$ cat config.mk
export PLATFORM = sky130hd
export DESIGN_NAME = lock_manager_deadlock_detect
export DESIGN_NICKNAME = d
export VERILOG_FILES = /design/src/rtl/core/ldd_pkg.sv /design/src/rtl/core/ldd_ram.sv /design/src/rtl/core/ldd_sorter.sv /design/src/rtl/core/lock_manager_deadlock_detect.sv
export VERILOG_INCLUDE_DIRS = /design/src /design/src/rtl/core
export SDC_FILE = /design/constraint.sdc
export NUM_CORES = 2
export LEC_CHECK = 0
export ABC_CLOCK_PERIOD_IN_PS = 5300
export BUFFER_PORTS_ARGS = -buffer_cell sky130_fd_sc_hd__buf_2
export CORE_MARGIN = 2
export CORE_UTILIZATION = 45
export DETAILED_ROUTE_END_ITERATION = 8
export GPL_TIMING_DRIVEN = 0
export MAX_ROUTING_LAYER = met4
export PLACE_DENSITY = 0.59
export SYNTH_ARGS = -nofsm -noshare
export SYNTH_HDL_FRONTEND = slang
export SYNTH_SLANG_ARGS = --single-unit
$ cat constraint.sdc
create_clock -name clk -period 5.3 [get_ports clk]
set_clock_uncertainty 0.1 [all_clocks]
set_input_delay 0.53 -clock clk [delete_from_list [all_inputs] [get_ports clk]]
set_output_delay 0.53 -clock clk [all_outputs]
set_load 0.02 [all_outputs]
$ cat src/rtl/core/lock_manager_deadlock_detect_macros.svh
// Assertion macros for the lock manager with deadlock detection.
// Needs clk and rst_n in the scope that uses them.
`ifndef LOCK_MANAGER_DEADLOCK_DETECT_MACROS_SVH
`define LOCK_MANAGER_DEADLOCK_DETECT_MACROS_SVH

// same-cycle implication
`define LDD_ASSERT_NOW(label, ante, cons) \
  label: assert property (@(posedge clk) disable iff (!rst_n) (ante) |-> (cons)) \
    else $error("lock manager assertion failed");

// next-cycle implication
`define LDD_ASSERT_NEXT(label, ante, cons) \
  label: assert property (@(posedge clk) disable iff (!rst_n) (ante) |=> (cons)) \
    else $error("lock manager assertion failed");

`endif

$ cat src/rtl/core/ldd_pkg.sv
// Shared types and constants of the lock manager.
// No dependencies.
package ldd_pkg;

  localparam int PID_W   = 6;
  localparam int LID_W   = 4;
  localparam int CFG_W   = 5;
  localparam int CAP     = 16;
  localparam int CNT_W   = 5;

  localparam logic [1:0] FN_LOCK   = 2'd0;
  localparam logic [1:0] FN_TRY    = 2'd1;
  localparam logic [1:0] FN_UNLOCK = 2'd2;

  typedef enum logic [2:0] {
    ST_GRANTED = 3'd0,
    ST_PARKED  = 3'd1,
    ST_TRYFAIL = 3'd2,
    ST_FREED   = 3'd3,
    ST_HANDED  = 3'd4,
    ST_REJECT  = 3'd5
  } status_t;

  typedef enum logic [2:0] {
    S_IDLE,
    S_LOCK,
    S_UNL,
    S_LINK,
    S_WOWN,
    S_WWAIT,
    S_EMIT
  } state_t;

  typedef struct packed {
    logic [PID_W-1:0] owner;
    logic             held;
    logic [PID_W-1:0] head;
    logic [PID_W-1:0] tail;
  } lock_ent_t;

  typedef struct packed {
    logic             clr;
    logic             ins;
    logic             shift;
    logic [PID_W-1:0] pid;
  } sort_ctl_t;

endpackage

$ cat src/rtl/core/ldd_ram.sv
// Generic single-write, single-read synchronous RAM with registered read.
// No dependencies.
module ldd_ram #(
  parameter int W = 8,
  parameter int D = 16
) (
  input  logic                 clk,
  input  logic                 we,
  input  logic [$clog2(D)-1:0] waddr,
  input  logic [W-1:0]         wdata,
  input  logic                 re,
  input  logic [$clog2(D)-1:0] raddr,
  output logic [W-1:0]         rdata
);

  logic [W-1:0] mem [D];
  logic [W-1:0] rdata_r;

  always_ff @(posedge clk) begin
    if (we) mem[waddr] <= wdata;
    if (re) rdata_r <= mem[raddr];
  end

  assign rdata = rdata_r;

endmodule

$ cat src/rtl/core/ldd_sorter.sv
// Sorted list of cycle members: insertion on append, shift out from the head.
// Depends on ldd_pkg.
module ldd_sorter (
  input  logic                        clk,
  input  logic                        rst_n,
  input  ldd_pkg::sort_ctl_t          ctl,
  output logic [ldd_pkg::PID_W-1:0]   head,
  output logic [ldd_pkg::CNT_W-1:0]   cnt
);
  import ldd_pkg::*;

  logic [PID_W-1:0] mem_r [CAP];
  logic [PID_W-1:0] ins_v [CAP];
  logic [CNT_W-1:0] cnt_r, cnt_nxt;
  logic [CAP-1:0]   gt;

  // entries above the new pid move up one place
  always_comb begin
    for (int i = 0; i < CAP; i++) begin
      gt[i] = (CNT_W'(i) < cnt_r) && (mem_r[i] > ctl.pid);
    end
    for (int i = 0; i < CAP; i++) begin
      if (i > 0 && gt[(i > 0) ? i - 1 : 0]) ins_v[i] = mem_r[(i > 0) ? i - 1 : 0];
      else if (gt[i] || CNT_W'(i) == cnt_r) ins_v[i] = ctl.pid;
      else ins_v[i] = mem_r[i];
    end
  end

  always_comb begin
    cnt_nxt = cnt_r;
    if (ctl.clr) cnt_nxt = '0;
    else if (ctl.ins) cnt_nxt = cnt_r + CNT_W'(1);
    else if (ctl.shift) cnt_nxt = cnt_r - CNT_W'(1);
  end

  always_ff @(posedge clk) begin
    if (!rst_n) cnt_r <= '0;
    else cnt_r <= cnt_nxt;
  end

  always_ff @(posedge clk) begin
    if (ctl.ins) begin
      for (int i = 0; i < CAP; i++) mem_r[i] <= ins_v[i];
    end else if (ctl.shift) begin
      for (int i = 0; i < CAP - 1; i++) mem_r[i] <= mem_r[i + 1];
    end
  end

  assign head = mem_r[0];
  assign cnt  = cnt_r;

endmodule

$ cat src/rtl/core/lock_manager_deadlock_detect.sv
// Top level of the lock manager with wait-for deadlock detection.
// Depends on ldd_pkg, ldd_ram, ldd_sorter and the macros header.
//
// One request is taken when start is high and busy is low. Input rejects
// answer in the cycle after; grant, trylock fail, free and waiting-pid
// rejects answer after the lock table read and S_LOCK, handover after a
// waiter_next RAM read too. A park that blocks walks the chain lock -> owner
// -> lock that owner waits on, each link a lock table then a wait table RAM
// read; S_EMIT gives each cycle member its own beat. Results appear for one
// cycle each on out_valid and cannot be held off. State is valid from reset
// on: lock table and waiting flags use per-entry valid flops, no clearing pass.
`include "lock_manager_deadlock_detect_macros.svh"
module lock_manager_deadlock_detect #(
  parameter int LOCKS = 16,
  parameter int PROCS = 64
) (
  input  logic                       clk,
  input  logic                       rst_n,
  input  logic                       start,
  output logic                       busy,
  input  logic [1:0]                 in_func,
  input  logic [ldd_pkg::PID_W-1:0]  in_pid,
  input  logic [ldd_pkg::LID_W-1:0]  in_lock_id,
  input  logic                       cfg_we,
  input  logic [ldd_pkg::CFG_W-1:0]  cfg_wdata,
  output logic                       out_valid,
  output logic [2:0]                 out_status,
  output logic [ldd_pkg::PID_W-1:0]  out_new_owner,
  output logic                       out_deadlock,
  output logic [ldd_pkg::PID_W-1:0]  out_cycle_pid,
  output logic                       out_last
);
  import ldd_pkg::*;

  localparam int LW   = $clog2(LOCKS);
  localparam int PW   = $clog2(PROCS);
  localparam int CAPL = (LOCKS < CAP) ? LOCKS : CAP;
  localparam int EW   = $bits(lock_ent_t);

  state_t state_r, state_nxt;

  logic [CFG_W-1:0] num_locks_r;
  logic [CFG_W-1:0] act;
  logic [1:0]       func_r;
  logic [PID_W-1:0] pid_r;
  logic [LW-1:0]    id_r;
  lock_ent_t        ent_r, ent_nxt;
  logic [LW-1:0]    cur_r, cur_nxt;
  logic [CNT_W-1:0] steps_r, steps_nxt;
  logic [PID_W-1:0] own_r, own_nxt;

  logic [LOCKS-1:0] lv_r;
  logic             lrd_ok_r;
  logic [PROCS-1:0] wv_r;

  // lock table RAM
  logic             l_we, l_re;
  logic [LW-1:0]    l_waddr, l_raddr;
  lock_ent_t        l_wdata, l_rdata, l_ent;
  // wait table RAM
  logic             w_we, w_re;
  logic [PW-1:0]    w_waddr, w_raddr;
  logic [LW-1:0]    w_wdata, w_rdata;
  // waiter_next RAM
  logic             n_we, n_re;
  logic [PW-1:0]    n_waddr, n_raddr;
  logic [PID_W-1:0] n_wdata, n_rdata;

  logic             wv_set, wv_clr;
  logic [PW-1:0]    wv_idx;

  sort_ctl_t        sctl;
  logic [PID_W-1:0] s_head;
  logic [CNT_W-1:0] s_cnt;

  logic             o_valid_r, o_valid_nxt;
  status_t          o_status_r, o_status_nxt;
  logic [PID_W-1:0] o_owner_r, o_owner_nxt;
  logic             o_dl_r, o_dl_nxt;
  logic [PID_W-1:0] o_cpid_r, o_cpid_nxt;
  logic             o_last_r, o_last_nxt;

  // decoded conditions
  logic accept, reject_in, pid_waiting, unl_free, tail_none, walk_stop, own_wait;
  logic [PW-1:0] pid_idx;

  ldd_ram #(.W(EW), .D(LOCKS)) u_lock_ram (
    .clk(clk), .we(l_we), .waddr(l_waddr), .wdata(l_wdata),
    .re(l_re), .raddr(l_raddr), .rdata(l_rdata)
  );
  ldd_ram #(.W(LW), .D(PROCS)) u_wait_ram (
    .clk(clk), .we(w_we), .waddr(w_waddr), .wdata(w_wdata),
    .re(w_re), .raddr(w_raddr), .rdata(w_rdata)
  );
  ldd_ram #(.W(PID_W), .D(PROCS)) u_next_ram (
    .clk(clk), .we(n_we), .waddr(n_waddr), .wdata(n_wdata),
    .re(n_re), .raddr(n_raddr), .rdata(n_rdata)
  );
  ldd_sorter u_sorter (
    .clk(clk), .rst_n(rst_n), .ctl(sctl), .head(s_head), .cnt(s_cnt)
  );

  assign act = (num_locks_r > CFG_W'(CAPL)) ? CFG_W'(CAPL) : num_locks_r;
  assign busy = (state_r != S_IDLE);
  assign accept = start && !busy;
  assign reject_in = (in_func == 2'd3) || (in_pid == '0)
                  || (9'(in_pid) >= 9'(PROCS)) || ({1'b0, in_lock_id} >= act);
  assign pid_idx = PW'(pid_r);
  assign l_ent = lrd_ok_r ? l_rdata : '0;
  assign pid_waiting = wv_r[pid_idx];
  assign unl_free = (l_ent.head == '0) || (9'(l_ent.head) >= 9'(PROCS));
  assign tail_none = (l_ent.tail == '0) || (9'(l_ent.tail) >= 9'(PROCS));
  assign walk_stop = (steps_r >= act) || (l_ent.owner == '0)
                  || (9'(l_ent.owner) >= 9'(PROCS));
  assign own_wait = wv_r[PW'(own_r)];

  // next state
  always_comb begin
    state_nxt = state_r;
    unique case (state_r)
      S_IDLE:  if (accept && !reject_in) state_nxt = S_LOCK;
      S_LOCK: begin
        if (func_r == FN_UNLOCK) state_nxt = unl_free ? S_IDLE : S_UNL;
        else if (pid_waiting || !l_ent.held || func_r == FN_TRY) state_nxt = S_IDLE;
        else state_nxt = S_LINK;
      end
      S_UNL:   state_nxt = S_IDLE;
      S_LINK:  state_nxt = S_WOWN;
      S_WOWN:  state_nxt = walk_stop ? S_IDLE : S_WWAIT;
      S_WWAIT: begin
        if (!own_wait) state_nxt = S_IDLE;
        else if (w_rdata == id_r) state_nxt = S_EMIT;
        else state_nxt = S_WOWN;
      end
      S_EMIT:  if (s_cnt == CNT_W'(1)) state_nxt = S_IDLE;
      default: state_nxt = S_IDLE;
    endcase
  end

  // datapath, memory control and result beats
  always_comb begin
    l_we = 1'b0; l_waddr = id_r; l_wdata = '0;
    l_re = 1'b0; l_raddr = id_r;
    w_we = 1'b0; w_waddr = pid_idx; w_wdata = id_r;
    w_re = 1'b0; w_raddr = PW'(l_ent.owner);
    n_we = 1'b0; n_waddr = pid_idx; n_wdata = '0;
    n_re = 1'b0; n_raddr = PW'(l_ent.head);
    wv_set = 1'b0; wv_clr = 1'b0; wv_idx = pid_idx;
    sctl = '{clr: 1'b0, ins: 1'b0, shift: 1'b0, pid: l_ent.owner};
    ent_nxt = ent_r; cur_nxt = cur_r; steps_nxt = steps_r; own_nxt = own_r;
    o_valid_nxt = 1'b0; o_status_nxt = ST_GRANTED; o_owner_nxt = '0;
    o_dl_nxt = 1'b0; o_cpid_nxt = '0; o_last_nxt = 1'b1;
    unique case (state_r)
      S_IDLE: begin
        l_raddr = LW'(in_lock_id);
        if (accept && reject_in) begin
          o_valid_nxt = 1'b1; o_status_nxt = ST_REJECT;
        end else if (accept) begin
          l_re = 1'b1;
        end
      end
      S_LOCK: begin
        ent_nxt = l_ent;
        if (func_r == FN_UNLOCK) begin
          if (unl_free) begin
            l_we = 1'b1;
            o_valid_nxt = 1'b1; o_status_nxt = ST_FREED;
          end else begin
            n_re = 1'b1;
          end
        end else if (pid_waiting) begin
          o_valid_nxt = 1'b1; o_status_nxt = ST_REJECT;
        end else if (!l_ent.held) begin
          l_we = 1'b1;
          l_wdata = '{owner: pid_r, held: 1'b1, head: l_ent.head, tail: l_ent.tail};
          o_valid_nxt = 1'b1; o_status_nxt = ST_GRANTED;
        end else if (func_r == FN_TRY) begin
          o_valid_nxt = 1'b1; o_status_nxt = ST_TRYFAIL;
        end else begin
          // park: enqueue at tail, record the lock waited on
          l_we = 1'b1;
          l_wdata = '{owner: l_ent.owner, held: 1'b1,
                      head: tail_none ? pid_r : l_ent.head, tail: pid_r};
          w_we = 1'b1;
          wv_set = 1'b1;
          n_we = 1'b1;
          ent_nxt.tail = tail_none ? '0 : l_ent.tail;
        end
      end
      S_UNL: begin
        l_we = 1'b1;
        l_wdata = '{owner: ent_r.head, held: 1'b1, head: n_rdata,
                    tail: (n_rdata == '0) ? '0 : ent_r.tail};
        wv_clr = 1'b1;
        wv_idx = PW'(ent_r.head);
        o_valid_nxt = 1'b1; o_status_nxt = ST_HANDED; o_owner_nxt = ent_r.head;
      end
      S_LINK: begin
        n_waddr = PW'(ent_r.tail);
        n_wdata = pid_r;
        n_we = (ent_r.tail != '0);
        l_re = 1'b1;
        cur_nxt = id_r;
        steps_nxt = '0;
        sctl.clr = 1'b1;
      end
      S_WOWN: begin
        if (walk_stop) begin
          o_valid_nxt = 1'b1; o_status_nxt = ST_PARKED;
        end else begin
          sctl.ins = 1'b1;
          own_nxt = l_ent.owner;
          w_re = 1'b1;
        end
      end
      S_WWAIT: begin
        if (!own_wait) begin
          o_valid_nxt = 1'b1; o_status_nxt = ST_PARKED;
        end else if (w_rdata != id_r) begin
          cur_nxt = w_rdata;
          steps_nxt = steps_r + CNT_W'(1);
          l_re = 1'b1;
          l_raddr = w_rdata;
        end
      end
      S_EMIT: begin
        sctl.shift = 1'b1;
        o_valid_nxt = 1'b1; o_status_nxt = ST_PARKED; o_dl_nxt = 1'b1;
        o_cpid_nxt = s_head; o_last_nxt = (s_cnt == CNT_W'(1));
      end
      default: ;
    endcase
  end

  always_ff @(posedge clk) begin
    if (!rst_n) begin
      state_r     <= S_IDLE;
      num_locks_r <= CFG_W'(16);
      lv_r        <= '0;
      wv_r        <= '0;
      o_valid_r   <= 1'b0;
    end else begin
      state_r   <= state_nxt;
      o_valid_r <= o_valid_nxt;
      if (cfg_we) num_locks_r <= cfg_wdata;
      if (l_we) lv_r[l_waddr] <= 1'b1;
      if (wv_set) wv_r[wv_idx] <= 1'b1;
      else if (wv_clr) wv_r[wv_idx] <= 1'b0;
    end
  end

  always_ff @(posedge clk) begin
    if (accept) begin
      func_r <= in_func;
      pid_r  <= in_pid;
      id_r   <= LW'(in_lock_id);
    end
    if (l_re) lrd_ok_r <= lv_r[l_raddr];
    ent_r      <= ent_nxt;
    cur_r      <= cur_nxt;
    steps_r    <= steps_nxt;
    own_r      <= own_nxt;
    o_status_r <= o_status_nxt;
    o_owner_r  <= o_owner_nxt;
    o_dl_r     <= o_dl_nxt;
    o_cpid_r   <= o_cpid_nxt;
    o_last_r   <= o_last_nxt;
  end

  assign out_valid     = o_valid_r;
  assign out_status    = o_status_r;
  assign out_new_owner = o_owner_r;
  assign out_deadlock  = o_dl_r;
  assign out_cycle_pid = o_cpid_r;
  assign out_last      = o_last_r;

  `LDD_ASSERT_NOW(a_dl_parked, out_valid && out_deadlock, out_status == ST_PARKED)
  `LDD_ASSERT_NOW(a_single_last, out_valid && !out_deadlock, out_last && out_cycle_pid == '0)
  `LDD_ASSERT_NEXT(a_emit_beat, state_r == S_EMIT, out_valid && out_deadlock)
  `LDD_ASSERT_NOW(a_walk_bound, state_r == S_WWAIT, steps_r < act)

endmodule

==> Word level (Yosys, flattened, before mapping) <==
Memory sizes are Yosys's and may differ from the RTL's. A register that Yosys moved wholly into a read port is not among the register bits.
Index checks and enable logic that the tools add are counted.
W data, S select, Z words.
{ "totals": {"regBits": 147, "mem_bits_rw": 1040, "in_bits": 21, "output_inout_bits": 19, "wordCells": 326, "mem_count": 4} }
{ "mem_list": {"columns": ["memory", "words", "width", "read_ports", "rd_ports_with_merged_regs", "write_ports", "line_no", "text"], "rows": [
  ["u_next_ram.mem", 64, 6, 1, 1, 1, "ldd_ram.sv:16", "logic [W-1:0] mem [D];"],
  ["u_lock_ram.mem", 16, 19, 1, 1, 1, "ldd_ram.sv:16", null],
  ["u_wait_ram.mem", 64, 4, 1, 1, 1, "ldd_ram.sv:16", null],
  ["u_sorter.mem_r", 16, 6, 16, 0, 16, "ldd_sorter.sv:12", "logic [PID_W-1:0] mem_r [CAP];"]
]} }
{ "op_classes": {"addsub": 3, "n_lt_le_gt_ge": 42, "eq_ne": 31, "mux": 144, "bitwise": 21, "reduce_logical": 62} }
{ "op_table": {"columns": ["op", "count"], "rows": [
  ["$mux W6", 56],
  ["$mux W64", 2],
  ["$gt A6 B6 Y1", 16],
  ["$mux W19", 5],
  ["$and A64 B64 Y64", 1],
  ["$not A64 Y64", 1],
  ["$or A64 B64 Y64", 1],
  ["$mux W1", 46],
  ["$eq A4 B5 Y1 const A", 8],
  ["$lt A4 B5 Y1 const A", 8],
  ["$pmux W19 S2", 1],
  ["$pmux W3 S6", 2],
  ["$logic_not A6 Y1", 5],
  ["$mux W5", 5],
  ["$mux W3", 8],
  ["$logic_and A1 B1 Y1", 21],
  ["$logic_or A1 B1 Y1", 21],
  ["$lt A6 B7 Y1 const B", 3],
  ["$eq A3 B5 Y1 const A", 4],
  ["$lt A3 B5 Y1 const A", 4],
  ["$or A16 B16 Y16", 1],
  ["$or A1 B1 Y1", 15],
  ["$bmux W1 S6", 2],
  ["$mux W2", 6],
  ["other kinds (40)", 61]
]} }

==> Depth between registers and ports, before layout <==
{ "logic_depth": {"word_depth": 10, "depth_mapped": 18, "ltp_nobuf": 13} }

==> Modules after synthesis <==
A second synthesis with hierarchy kept.
{ "unflattened": {"cells_unflattened": 3375, "hier_area_um2": 53119.7} }
{ "modules_own_cells": {"columns": ["module", "instances", "cells_per_inst", "area_per_inst_um2", "seq_area_each_um2"], "rows": [
  ["ldd_ram (u_next_ram)", 1, 729, 15265.9, 11711.2],
  ["ldd_ram (u_lock_ram)", 1, 507, 12036.5, 9699.3],
  ["ldd_ram (u_wait_ram)", 1, 521, 10447.5, 7807.5],
  ["lock_manager_deadlock_detect", 1, 852, 7763.7, 3203.1],
  ["ldd_sorter", 1, 766, 7606.0, 2982.9]
]} }

==> Worst setup path before layout <==
No wires, ideal clock.
{ "synth_timing": {"path_type": "flip-flop to flip-flop", "start": "register pid_r[1], in the netlist pid_idx[1]", "end": "memory u_lock_ram.mem[4][0] (netlist name), enable pin", "setup_ps": 451, "arrival_ps": 4224, "t_required_ps": 4749, "path_slack_ps": 525, "stages_incl_launch_ff": 12, "path_buffers": 2, "synth_period_minus_slack_ps": 4775, "cell_sequence": "edfxtp_1 -> buf_4 -> buf_4 -> nand3b_1 -> o22ai_1 -> a221o_1 -> o2111a_1 -> nor3_2 -> o21ai_1 -> a21oi_1 -> nor2_1 -> nor4b_1"} }
{ "synth_between": {"elab_chain_len": 7} }
{ "synth_lines": {"columns": ["element", "line_no", "text"], "rows": [
  ["start, declared", "lock_manager_deadlock_detect.sv:45", "logic [PID_W-1:0] pid_r;"],
  ["start signal, assigned", "lock_manager_deadlock_detect.sv:255", "pid_r <= in_pid;"],
  ["$bmux W1 S6", "lock_manager_deadlock_detect.sv:110", "assign pid_waiting = wv_r[pid_idx];"],
  ["$mux W1 (implied by the code)", "lock_manager_deadlock_detect.sv:110", null],
  ["$mux W1", "lock_manager_deadlock_detect.sv:171", "end else if (pid_waiting) begin"],
  ["$mux W1", "lock_manager_deadlock_detect.sv:164", "if (func_r == FN_UNLOCK) begin"],
  ["$pmux W1 S2", "lock_manager_deadlock_detect.sv:153", "unique case (state_r)"],
  ["$mux W1", "ldd_ram.sv:20", "if (we) mem[waddr] <= wdata;"],
  ["$mux W1 (implied by the code)", "ldd_ram.sv:20", null],
  ["end, declared", "ldd_ram.sv:16", null]
]} }
No other way between the ends. The select of a mux whose other input is x is not followed.

==> Final worst setup path <==
{ "layout_timing": {"start": "register pid_r[2], in the netlist pid_idx[2]", "end": "memory u_next_ram.mem[12][3] (netlist name), enable pin"} }
{ "layout_between": {"elab_chain_len": 7, "word_cells_on_any_way": 8, "cone_classes": "mux: 8"} }
{ "layout_lines": {"columns": ["element", "line_no"], "rows": [
  ["$bmux W1 S6", "lock_manager_deadlock_detect.sv:110"],
  ["$mux W1 (implied by the code)", "lock_manager_deadlock_detect.sv:110"],
  ["$mux W1", "lock_manager_deadlock_detect.sv:171"],
  ["$mux W1", "lock_manager_deadlock_detect.sv:164"],
  ["$pmux W1 S2", "lock_manager_deadlock_detect.sv:153"],
  ["$mux W1", "ldd_ram.sv:20"],
  ["$mux W1 (implied by the code)", "ldd_ram.sv:20"],
  ["end, declared", "ldd_ram.sv:16"]
]} }
Several ways; a longest one is shown, not always the timed one. The select of a mux whose other input is x is not followed.

==> impl_metrics.ini <==
[run_status]
status = complete, no violations

[timing]
period_share = 0.972
tightest_slew_ns = 1.26
fmax_ghz = 0.194
hold_viol_final = 0
relSlewSlack = 0.156
setup_viol = 0
setup_ws_ns = 0.147
finalMaxSlewViolations = 0
fin_crit_ns = 5.15
grt_setup_unrepaired = false

[clock_network]
clock_path_buffers = 3
cts-root-buf = clkbuf_16
numCtsBuffers = 135
cts_sinks = 1216
clk_pin_slew_ns = 0.06
cts_tree = done
h-tree-depth = 4
insertion_delay_ns = 0.77

[final_layout]
area_growth_syn_to_layout_pct = 13.7
final_nets = 4552
drive_above_1_share = 0.119
fin_cells = 6141
utilization = 0.515

[die]
die_area_um2 = 123000
core_um2 = 120000
rows = 127
initial_core_util = 0.453
io_pins = 40
die_w_um = 351
die_height_um = 351

[synthesis]
synth_enable_flop_cells = 1105
synth.top_cells.by_area = edfxtp_1 (61%), mux2i_1 (5.5%), dfxtp_1 (4.1%), mux2_2 (3.4%), nand2_1 (3.2%)
synth.most_common_cell = edfxtp_1
yosysSeqAreaShare = 0.653
synth_nets = 4319
ys_types = 84
synthCells = 4187
synth-async-reset-ratio = 0
syn_avg_cell_area_um2 = 12.9
synth-main-ff-cell = edfxtp_1
synth.largest_area_cell = edfxtp_1
synth_top_cell_area_share = 0.612
netlist_area_um2 = 54200
ys_ff_latch = 1216
yosysWarningCount = 0
synthTopCellsByCount = edfxtp_1 (1105), nand2_1 (456), mux2i_1 (296), nor2_1 (296), a21oi_1 (249)

[grt]
grt_pass1_vias = 35200
grt_pass1_wl_um = 234000
grt_overflow_total = 0
grt_max_degree = 42
antenna_found_initial = 3
track_usage = 0.267

[critical_path]
cp.depth = 11
cp.required_ns = 5.60
endpoint = u_next_ram.mem[12][3]$_DFFE_PP_
critPathMaxFanout = 10
path_class = flop to flop
startpoint_type = flop
crit_arrival_ns = 5.45
worstPathCellList = buf_2 > buf_2 > clkbuf_1 > o221ai_1 > a32o_1 > nor4_4 > buf_2 > and2_1 > a21o_1 > nand2_1 > nor2_1
cp_top_family = simple AND/OR/NAND/NOR gates
cp-startpoint = pid_idx[2]$_DFFE_PP_
rr_worst_depth = 11
r2r_slack_ns = 0.15
crit_buf_inv = 4
r2r_start = pid_idx[2]$_DFFE_PP_
slowest_delay_ns = 0.63
cp-end-kind = flop
slowest_stage = clkbuf_1
crit_path_frequent_cell = buf_2
reg2reg_to = u_next_ram.mem[12][3]$_DFFE_PP_

[drt]
drtIter0Drc = 4420
viasPerCell = 5.98
totalWireLength_um = 161000
wl_per_cell_um = 26.2
vias = 36700
ant_nets = 0
dr.pass1.iters = 6
route.detailed.drc = 0

[placed_design]
place_hpwl_um = 112000
dp.cells = 5881
place_congestion = 0.983
io_buffers = 38
pre_cts_slack_ns = -0.703

[pwr]
power_density_nw_per_um2 = 362
power_leakage_nw = 21.8
ir_drop_uv = 337

[flow_run]
cap_violations = 0

[hold_path]
hp-class = primary input to flop
[through the flow]
stage	TNS, ns	area [um^2]	hold WS [ns]	power [mW]
3_3_place_gp	-509.15	56400	0.345	13.4
5_1_grt	0	61600	0.0695	23.0
2_1_floorplan	0	54200	0.337	12.3
4_1_cts	-0.000123	61500	0.0336	22.4
6_report	0	61600	0.0570	22.3
3_5_place_dp	-51.31	57100	0.353	13.4
[sequential cells by signal, summed over array words and instances, names as in the netlist, 3 cells and up, named ones only]
signal            cells
lv_r                 16
state_r               3
out_status            3
own_r                 6
u_sorter.mem_r       96
steps_r               5
out_cycle_pid         6
u_sorter.cnt          5
u_next_ram.rdata      6
u_lock_ram.rdata     19
u_lock_ram.mem      304
out_new_owner         6
u_wait_ram.rdata      4
u_wait_ram.mem      256
pid_idx               6
u_next_ram.mem      384
id_r                  4
num_locks_r           5
ent_r                12
[cells by family (layout without fill, tap and decap cells)]
| group | count (synthesis) | count (layout) | synth area share |
|---|---|---|---|
| buffers and inverters | 336 | 675 | 0.0255 |
| multiplexers | 465 | 465 | 0.0906 |
| flip-flops | 1216 | 1216 | 0.653 |
| other | 0 | 3 | 0 |
| AO/OA/AOI/OAI | 951 | 951 | 0.112 |
| adder cells (fa/ha/maj) | 111 | 111 | 0.0256 |
| AND/OR/NAND/NOR | 1097 | 1097 | 0.0911 |
| XOR/XNOR | 11 | 11 | 0.00178 |
[worst min-delay path by stage]
stage                     startpoint                     endpoint  depth (start not counted)
6_report                      cfg_we  num_locks_r[4]$_SDFFE_PN1P_                          2
5_1_grt                       cfg_we  num_locks_r[4]$_SDFFE_PN1P_                          2
4_1_cts                       cfg_we  num_locks_r[4]$_SDFFE_PN1P_                          2
3_5_place_dp   lv_r[10]$_SDFFE_PN0P_        lv_r[10]$_SDFFE_PN0P_                          1
3_3_place_gp    lv_r[3]$_SDFFE_PN0P_         lv_r[3]$_SDFFE_PN0P_                          1
2_1_floorplan  lv_r[10]$_SDFFE_PN0P_        lv_r[10]$_SDFFE_PN0P_                          1
[cell usage in the layout, fill, tap and decap left out, types with 23 or more instances in the layout]
master	count
a211oi_1	115
clkbuf_1	205
inv_1	70
a21boi_0	27
nor2b_1	111
a22oi_1	66
nand2_1	455
edfxtp_1	1105
a31oi_1	23
buf_2	69
nor2_1	292
dfxtp_1	111
ha_1	111
buf_1	27
o21ai_0	228
a21oi_1	248
clkbuf_16	137
a311oi_1	33
nand3_1	77
mux2_2	165
o221ai_1	25
a221oi_1	35
clkinv_1	30
buf_4	39
mux2i_1	296
[cell type report]
class | count | area [um^2]
fillers | 10300 | 58000
flip-flops and latches | 1216 | 35400
multi-input cells | 2635 | 17500
clock buffers | 171 | 3590
well taps | 1612 | 2020
plain buffers | 256 | 1110
repair buffers | 100 | 1020
clock inverters | 72 | 643
inverters | 76 | 287
diodes | 3 | 7.51
[layer usage]
metal / vias up / wire, um / track usage
li1: 16400 / - / -
met1: 18500 / 73400 / 0.388
met2: 1610 / 70400 / 0.389
met3: 243 / 13500 / 0.0414
met4: 0 / 3700 / 0.0692
met5: - / 0 / -
[power by group]
group          switching [mW]  total, mW  internal, mW
logic                    1.88       2.70         0.814
registers              0.0625       10.6          10.5
clock network            3.88       9.01          5.12
[timing repair]
| item | CTS | global route |
|---|---|---|
| endpoints found under the setup margin | 156 | 332 |
| gates resized for setup | 7 | 26 |
| hold endpoints to repair | 17 | 0 |
| hold buffers | 17 | 0 |
| buffers inserted | 0 | 1 |
No activity file was read; power rests on OpenSTA's default activity.
